===== src/rtl/lad_pkg.sv =====
`timescale 1ns / 1ps

package lad_pkg;

  // Default number of slots in the array
  localparam int DEPTH_DEFAULT = 16;

  // Field widths fixed by the command and response formats
  localparam int CMD_W    = 2;
  localparam int VALUE_W  = 32;
  localparam int STATUS_W = 2;
  localparam int CAP_W    = 5;
  localparam int OCC_W    = 5;

  // Configuration port
  localparam int PADDR_W  = 3;
  localparam int PDATA_W  = 32;
  localparam logic CAP_WORD = 1'b0;        // word address of the capacity register
  localparam logic [CAP_W-1:0] CAP_RESET = 5'd16;

  // Command codes
  localparam logic [CMD_W-1:0] CMD_PUSH_FRONT = 2'd0;
  localparam logic [CMD_W-1:0] CMD_PUSH_BACK  = 2'd1;
  localparam logic [CMD_W-1:0] CMD_POP_FRONT  = 2'd2;
  localparam logic [CMD_W-1:0] CMD_POP_BACK   = 2'd3;

  // Status codes
  localparam logic [STATUS_W-1:0] ST_DONE      = 2'd0;
  localparam logic [STATUS_W-1:0] ST_OVERFLOW  = 2'd1;
  localparam logic [STATUS_W-1:0] ST_UNDERFLOW = 2'd2;

  // Command transaction payload
  typedef struct packed {
    logic [CMD_W-1:0]          cmd;
    logic signed [VALUE_W-1:0] value;
  } cmd_t;

  // Response transaction payload
  typedef struct packed {
    logic [STATUS_W-1:0]       status;
    logic signed [VALUE_W-1:0] popped;
    logic                      now_empty;
    logic [OCC_W-1:0]          occupancy;
  } rsp_t;

  // Slot array access for one command
  typedef struct packed {
    logic wr;
    logic rd;
  } mem_op_t;

  // Registered result fields from the control block
  typedef struct packed {
    logic [STATUS_W-1:0] status;
    logic                now_empty;
    logic [OCC_W-1:0]    occupancy;
    logic                pop_ok;
  } result_t;

endpackage


===== src/rtl/lad_mem.sv =====
`timescale 1ns / 1ps

module lad_mem #(
  parameter int DEPTH = lad_pkg::DEPTH_DEFAULT
) (
  input  logic                               clk,
  input  lad_pkg::mem_op_t                   op,
  input  logic [$clog2(DEPTH)-1:0]           addr,
  input  logic signed [lad_pkg::VALUE_W-1:0] wdata,
  output logic signed [lad_pkg::VALUE_W-1:0] rdata
);

  logic signed [lad_pkg::VALUE_W-1:0] mem [DEPTH];

  // Write a pushed value
  always_ff @(posedge clk) begin
    if (op.wr) begin
      mem[addr] <= wdata;
    end
  end

  // Read the slot being popped
  always_ff @(posedge clk) begin
    if (op.rd) begin
      rdata <= mem[addr];
    end
  end

endmodule


===== src/rtl/lad_ctrl.sv =====
`timescale 1ns / 1ps

module lad_ctrl #(
  parameter int DEPTH = lad_pkg::DEPTH_DEFAULT
) (
  input  logic                           clk,
  input  logic                           rst,
  input  logic                           accept,
  input  logic [lad_pkg::CMD_W-1:0]      cmd,
  input  logic [lad_pkg::CAP_W-1:0]      capacity,
  output lad_pkg::mem_op_t               mem_op,
  output logic [$clog2(DEPTH)-1:0]       mem_addr,
  output lad_pkg::result_t               result
);

  localparam int IW = $clog2(DEPTH);
  // Compare width: holds DEPTH, the capacity field and index + 1
  localparam int CW = (IW + 1 > lad_pkg::CAP_W + 1) ? IW + 1 : lad_pkg::CAP_W + 1;

  logic [IW-1:0]   head;
  logic [IW-1:0]   head_next;
  logic [IW-1:0]   tail;
  logic [IW-1:0]   tail_next;
  logic            vacant;
  logic            vacant_next;
  logic [CW-1:0]   cap_ext;
  logic [CW-1:0]   usable;
  logic            back_full;
  logic [CW-1:0]   occ_full;
  logic [lad_pkg::STATUS_W-1:0] status;
  lad_pkg::mem_op_t op;

  // Clamp the capacity to one .. DEPTH slots
  always_comb begin
    cap_ext = CW'(capacity);
    if (capacity == '0) begin
      usable = CW'(1);
    end else if (cap_ext > CW'(DEPTH)) begin
      usable = CW'(DEPTH);
    end else begin
      usable = cap_ext;
    end
  end

  assign back_full = (CW'(tail) + CW'(1)) >= usable;

  // Decode the command against the current indices
  always_comb begin
    head_next   = head;
    tail_next   = tail;
    vacant_next = vacant;
    status      = lad_pkg::ST_DONE;
    op          = '0;
    mem_addr    = head;
    unique case (cmd)
      lad_pkg::CMD_PUSH_FRONT, lad_pkg::CMD_PUSH_BACK: begin
        if (!vacant && (cmd == lad_pkg::CMD_PUSH_FRONT) && (head == '0)) begin
          status = lad_pkg::ST_OVERFLOW;
        end else if (!vacant && (cmd == lad_pkg::CMD_PUSH_BACK) && back_full) begin
          status = lad_pkg::ST_OVERFLOW;
        end else if (vacant) begin
          // first entry always lands in slot zero
          op.wr       = 1'b1;
          mem_addr    = '0;
          head_next   = '0;
          tail_next   = '0;
          vacant_next = 1'b0;
        end else if (cmd == lad_pkg::CMD_PUSH_FRONT) begin
          op.wr     = 1'b1;
          head_next = head - IW'(1);
          mem_addr  = head - IW'(1);
        end else begin
          op.wr     = 1'b1;
          tail_next = tail + IW'(1);
          mem_addr  = tail + IW'(1);
        end
      end
      lad_pkg::CMD_POP_FRONT, lad_pkg::CMD_POP_BACK: begin
        if (vacant) begin
          status = lad_pkg::ST_UNDERFLOW;
        end else begin
          op.rd    = 1'b1;
          mem_addr = (cmd == lad_pkg::CMD_POP_FRONT) ? head : tail;
          if (head == tail) begin
            // last entry leaves: return both indices to slot zero
            head_next   = '0;
            tail_next   = '0;
            vacant_next = 1'b1;
          end else if (cmd == lad_pkg::CMD_POP_FRONT) begin
            head_next = head + IW'(1);
          end else begin
            tail_next = tail - IW'(1);
          end
        end
      end
      default: begin
        status = lad_pkg::ST_DONE;
      end
    endcase
  end

  assign occ_full = vacant_next ? '0 : (CW'(tail_next) - CW'(head_next) + CW'(1));

  // Gate the array access with the transaction
  assign mem_op.wr = accept & op.wr;
  assign mem_op.rd = accept & op.rd;

  // Advance the indices
  always_ff @(posedge clk) begin
    if (rst) begin
      head   <= '0;
      tail   <= '0;
      vacant <= 1'b1;
    end else if (accept) begin
      head   <= head_next;
      tail   <= tail_next;
      vacant <= vacant_next;
    end
  end

  // Hold the result fields for the response
  always_ff @(posedge clk) begin
    if (accept) begin
      result.status    <= status;
      result.now_empty <= vacant_next;
      result.occupancy <= occ_full[lad_pkg::OCC_W-1:0];
      result.pop_ok    <= op.rd;
    end
  end

endmodule


===== src/rtl/linear_array_deque.sv =====
`timescale 1ns / 1ps

// Double-ended queue over a fixed, non-circular array of DEPTH signed 32-bit
// slots. Each command transaction pushes or pops at the front or the back and
// returns one response transaction with the status (done, overflow,
// underflow), the popped value (zero unless a pop succeeded), the empty mark
// and the entry count after the command. One command is taken per cycle while
// cmd_ready is high; its response appears in the cycle after acceptance: the
// indices update and the slot array is written or read in the same cycle, and the
// popped value comes out of the array's read register. cmd_ready follows rsp_ready
// whenever a response is waiting. The capacity register (byte address 0, reset 16,
// clamped to 1..DEPTH) limits pushes at the back; write it only while idle.

module linear_array_deque #(
  parameter int DEPTH = lad_pkg::DEPTH_DEFAULT
) (
  input  logic                          clk,
  input  logic                          rst,
  input  logic                          cmd_valid,
  output logic                          cmd_ready,
  input  lad_pkg::cmd_t                 cmd_data,
  output logic                          rsp_valid,
  input  logic                          rsp_ready,
  output lad_pkg::rsp_t                 rsp_data,
  input  logic                          psel,
  input  logic                          penable,
  input  logic                          pwrite,
  input  logic [lad_pkg::PADDR_W-1:0]   paddr,
  input  logic [lad_pkg::PDATA_W-1:0]   pwdata,
  output logic [lad_pkg::PDATA_W-1:0]   prdata,
  output logic                          pready
);

  localparam int IW = $clog2(DEPTH);

  logic                               accept;
  logic [lad_pkg::CAP_W-1:0]          capacity;
  lad_pkg::mem_op_t                   mem_op;
  logic [IW-1:0]                      mem_addr;
  logic signed [lad_pkg::VALUE_W-1:0] rdata;
  lad_pkg::result_t                   result;

  assign cmd_ready = !rsp_valid || rsp_ready;
  assign accept    = cmd_valid && cmd_ready;

  // Capacity register
  assign pready = 1'b1;
  always_ff @(posedge clk) begin
    if (rst) begin
      capacity <= lad_pkg::CAP_RESET;
    end else if (psel && penable && pwrite && (paddr[2] == lad_pkg::CAP_WORD)) begin
      capacity <= pwdata[lad_pkg::CAP_W-1:0];
    end
  end

  assign prdata = (paddr[2] == lad_pkg::CAP_WORD) ? lad_pkg::PDATA_W'(capacity) : '0;

  lad_ctrl #(
    .DEPTH(DEPTH)
  ) u_ctrl (
    .clk      (clk),
    .rst      (rst),
    .accept   (accept),
    .cmd      (cmd_data.cmd),
    .capacity (capacity),
    .mem_op   (mem_op),
    .mem_addr (mem_addr),
    .result   (result)
  );

  lad_mem #(
    .DEPTH(DEPTH)
  ) u_mem (
    .clk   (clk),
    .op    (mem_op),
    .addr  (mem_addr),
    .wdata (cmd_data.value),
    .rdata (rdata)
  );

  // Track the pending response
  always_ff @(posedge clk) begin
    if (rst) begin
      rsp_valid <= 1'b0;
    end else if (accept) begin
      rsp_valid <= 1'b1;
    end else if (rsp_ready) begin
      rsp_valid <= 1'b0;
    end
  end

  // Assemble the response payload
  assign rsp_data.status    = result.status;
  assign rsp_data.popped    = result.pop_ok ? rdata : '0;
  assign rsp_data.now_empty = result.now_empty;
  assign rsp_data.occupancy = result.occupancy;

endmodule


===== config.mk =====
export PLATFORM = sky130hd
export DESIGN_NAME = linear_array_deque
export DESIGN_NICKNAME = d
export VERILOG_FILES = /design/src/rtl/lad_pkg.sv /design/src/rtl/lad_mem.sv /design/src/rtl/lad_ctrl.sv /design/src/rtl/linear_array_deque.sv
export SDC_FILE = /design/constraint.sdc
export NUM_CORES = 1
export LEC_CHECK = 0
export BUFFER_PORTS_ARGS = -buffer_cell sky130_fd_sc_hd__buf_2
export CAP_MARGIN = 10
export CORE_UTILIZATION = 54
export CTS_CLUSTER_SIZE = 8
export DETAILED_ROUTE_END_ITERATION = 10
export MAX_ROUTING_LAYER = met4
export PLACE_DENSITY = 0.74
export SLEW_MARGIN = 10
export SYNTH_ARGS = -nofsm -noshare
export SYNTH_HDL_FRONTEND = slang
export SYNTH_SLANG_ARGS = --single-unit

===== constraint.sdc =====
create_clock -name clk -period 5.6 [get_ports clk]
set_input_delay 0.56 -clock clk [delete_from_list [all_inputs] [get_ports clk]]
set_output_delay 0.56 -clock clk [all_outputs]
set_load 0.02 [all_outputs]

==> results.py <==
metrics = {
    "outcome": {
        "status": "complete, no violations",
    },
    "yosys": {
        "yosysSeqAreaShare_pct": 67.7,
        "synth_seq_cells": 568,
        "synth_top_area_cell": "edfxtp_1",
        "netlist-cell-type-count": 71,
        "yosysWarnings": 0,
        "synth_area_leaders": "edfxtp_1 (67%), nand3_1 (10%), o21ai_0 (4.9%)",
        "syn-cell-area_um2": 25000,
        "synth.avg_cell_area_um2": 12.6,
        "synth_top_area_share_pct": 66.5,
        "netlist_instances": 1976,
        "synthFlopType": "edfxtp_1",
        "async_reset_ff_share_pct": 0,
        "synth_edf_count": 553,
    },
    "global_routing": {
        "grt_max_degree": 257,
        "antenna_found_initial": 2,
        "grt.total_usage_pct": 27.7,
        "grt_pass1_wl_um": 96000,
        "grt.overflow.total": 0,
        "grt_pass1_vias": 16300,
    },
    "worst_setup_path": {
        "critPathKind": "flop to flop",
        "worstSetupEndpointType": "flop",
        "worstSetupStartpointType": "flop",
        "ff2ff_setup_slack_ps": 830,
        "arrival_ps": 5160,
        "critPathBufInv": 3,
        "crit_fanout": 180,
        "crit_family": "buffers and inverters",
        "cpMaxStageDelayCell": "buf_4",
        "max_stage_delay_ps": 810,
        "worstPathRequired_ps": 5990,
        "cp_cell_sequence": "inv_1 -> ha_1 -> ha_1 -> a21oi_2 -> o21ai_2 -> o31a_2 -> buf_12 -> buf_4 -> nand3_1 -> nand3_1 -> a21oi_1 -> nor4_2",
    },
    "sta": {
        "fmax_mhz": 210,
        "period_share_pct": 85.2,
        "slew_viol_final": 0,
        "final-hold-violation-count": 0,
        "period_minus_slack_ps": 4770,
        "max_slew.worst_pin.slew_ps": 1300,
        "rsz0062_at_grt": "false",
        "setup_tns_ps": 0,
        "slew_headroom_pct": 13.0,
        "worst_clock_skew_ps": 17.2,
        "setup_viol": 0,
    },
    "clock_tree": {
        "h-tree-depth": 3,
        "cts_tree": "built",
        "cts_setup_buffers": 0,
        "clk_path_buf_depth": 3,
        "insertion_delay_ps": 610,
        "path_clk_slew_ps": 50,
        "cts_buffers": 80,
        "post_cts_resized": 0,
        "cts_hold_buf": 0,
        "clock_tree.root_cell": "clkbuf_16",
        "cts_sinks": 568,
    },
    "power": {
        "power.leakage_uw": 0.00938,
        "peakVddDrop_uv": 213,
        "seq_power_share_pct": 47.9,
        "clockPowerShare_pct": 43.0,
        "p_comb_share_pct": 9.1,
        "swShare_pct": 23.8,
        "power_density_nw_per_um2": 360,
        "p_sw_uw": 2370,
        "intPower_uw": 7600,
    },
    "run": {
        "drv_cap": 0,
    },
    "final_layout": {
        "fin_nets": 2104,
        "layout_common_cells": "edfxtp_1 (553), nand3_1 (518), o21ai_0 (242)",
        "regArea_um2": 16900,
        "syn2layout_area_growth_pct": 11.0,
        "mostFrequentLayoutCell": "edfxtp_1",
        "final_area_um2": 27700,
        "utilization_pct": 60.9,
        "fill_cells": 3430,
        "drive_above_1_share_pct": 16.0,
        "multiInputGateArea_um2": 6960,
    },
    "floorplanning": {
        "die_area_um2": 47100,
        "fp.dieW_um": 217,
        "io_pins": 151,
        "die_y_um": 217,
        "initial_core_util_pct": 54.9,
        "core_um2": 45500,
        "row_count": 78,
    },
    "placement": {
        "port-buffer-count": 93,
        "dp_hpwl_um": 31700,
        "gp_congestion": 0.839,
        "place_area_um2": 25500,
    },
    "min_path": {
        "hold_class": "input pin to flop",
    },
    "routing": {
        "drtAntennaViolNets": 0,
        "vias_per_cell": 6.42,
        "first_pass_iters": 5,
        "drt_wl_total_um": 63300,
        "drc": 0,
        "drt_iter0_markers": 2452,
        "wl_per_cell_um": 24.0,
        "vias": 16900,
    },
}
==> cell type report <==
cell class | count | share of cell area (%)
antenna | 1 | 0.00903
clock buffer | 102 | 7.52
clock inverter | 7 | 0.303
inverter | 14 | 0.190
multi-input combinational | 1208 | 25.1
sequential | 568 | 61.0
tap | 600 | 2.71
timing repair buffer | 138 | 3.12
==> metrics by stage <==
stage	hold WS, ps	power, uW	std cells	worst slack, ps
3_5_place_dp	473	5750	2528	955
5_1_grt	209	10300	2638	585
3_3_place_gp	469	5720	2528	1010
6_report	201	9960	2638	827
2_1_floorplan	459	5520	2002	337
4_1_cts	179	9990	2637	925
==> power groups by stage <==
stage | clock, uW | sequential (uW) | combinational [uW]
after global routing | 4500 | 4780 | 982
after CTS | 4320 | 4780 | 896
final | 4280 | 4780 | 903
after global placement | 0 | 4850 | 863
after detailed placement | 0 | 4860 | 891
after floorplan | 0 | 4840 | 681
==> worst paths after layout <==
path         cells after the start                         to                         from
max                             12  u_mem.rdata[21]$_DFFE_PP_  u_ctrl.tail[0]$_SDFFE_PP0P_
min                              3   capacity[3]$_SDFFE_PP0P_                    pwdata[3]
max reg2reg                     12  u_mem.rdata[21]$_DFFE_PP_  u_ctrl.tail[0]$_SDFFE_PP0P_
min reg2reg                      1   capacity[4]$_SDFFE_PP1P_     capacity[4]$_SDFFE_PP1P_
==> sequential cells by signal, indices dropped and copies added, names as in the netlist <==
signal,cells
capacity,5
u_ctrl.vacant,1
rsp_valid,1
u_mem.mem,512
u_ctrl.result,9
u_ctrl.tail,4
u_ctrl.head,4
u_mem.rdata,32
==> Yosys cell counts, types with 10 or more instances <==
| cell | number |
|---|---|
| edfxtp_1 | 553 |
| nand3_1 | 518 |
| o21ai_0 | 242 |
| a21oi_1 | 119 |
| buf_2 | 67 |
| clkbuf_1 | 54 |
| buf_4 | 53 |
| nor2_1 | 35 |
| and2_1 | 33 |
| nor4_2 | 32 |
| a21oi_2 | 28 |
| o21ai_1 | 28 |
| buf_6 | 24 |
| nand2_1 | 18 |
| ha_1 | 17 |
| dfxtp_1 | 15 |
| inv_1 | 13 |
| nor3_1 | 13 |
| buf_1 | 10 |
==> worst min-delay path, cell delays in order <==
cell and delay, ps:
buf_2 80, mux2i_1 50, nor2_1 70
==> layer usage <==
metal	track usage (%)	up-vias	wire (um)
met1	37.2	8395	25200
met3	5.23	118	5750
met4	10.1	0	1800
li1	-	7496	-
met2	42.2	934	30600
met5	-	-	0
==> kinds of logic after synthesis <==
logic type      Yosys count  synth area share [%]
simple gates            685                  14.9
flops                   568                  67.7
compound gates          458                  10.3
buf+inv                 226                  5.43
fa+ha+maj                18                 0.932
xor+xnor                 13                 0.456
mux                       6                 0.261
other cells               2                0.0301
No activity file was read; power rests on OpenSTA's default activity.
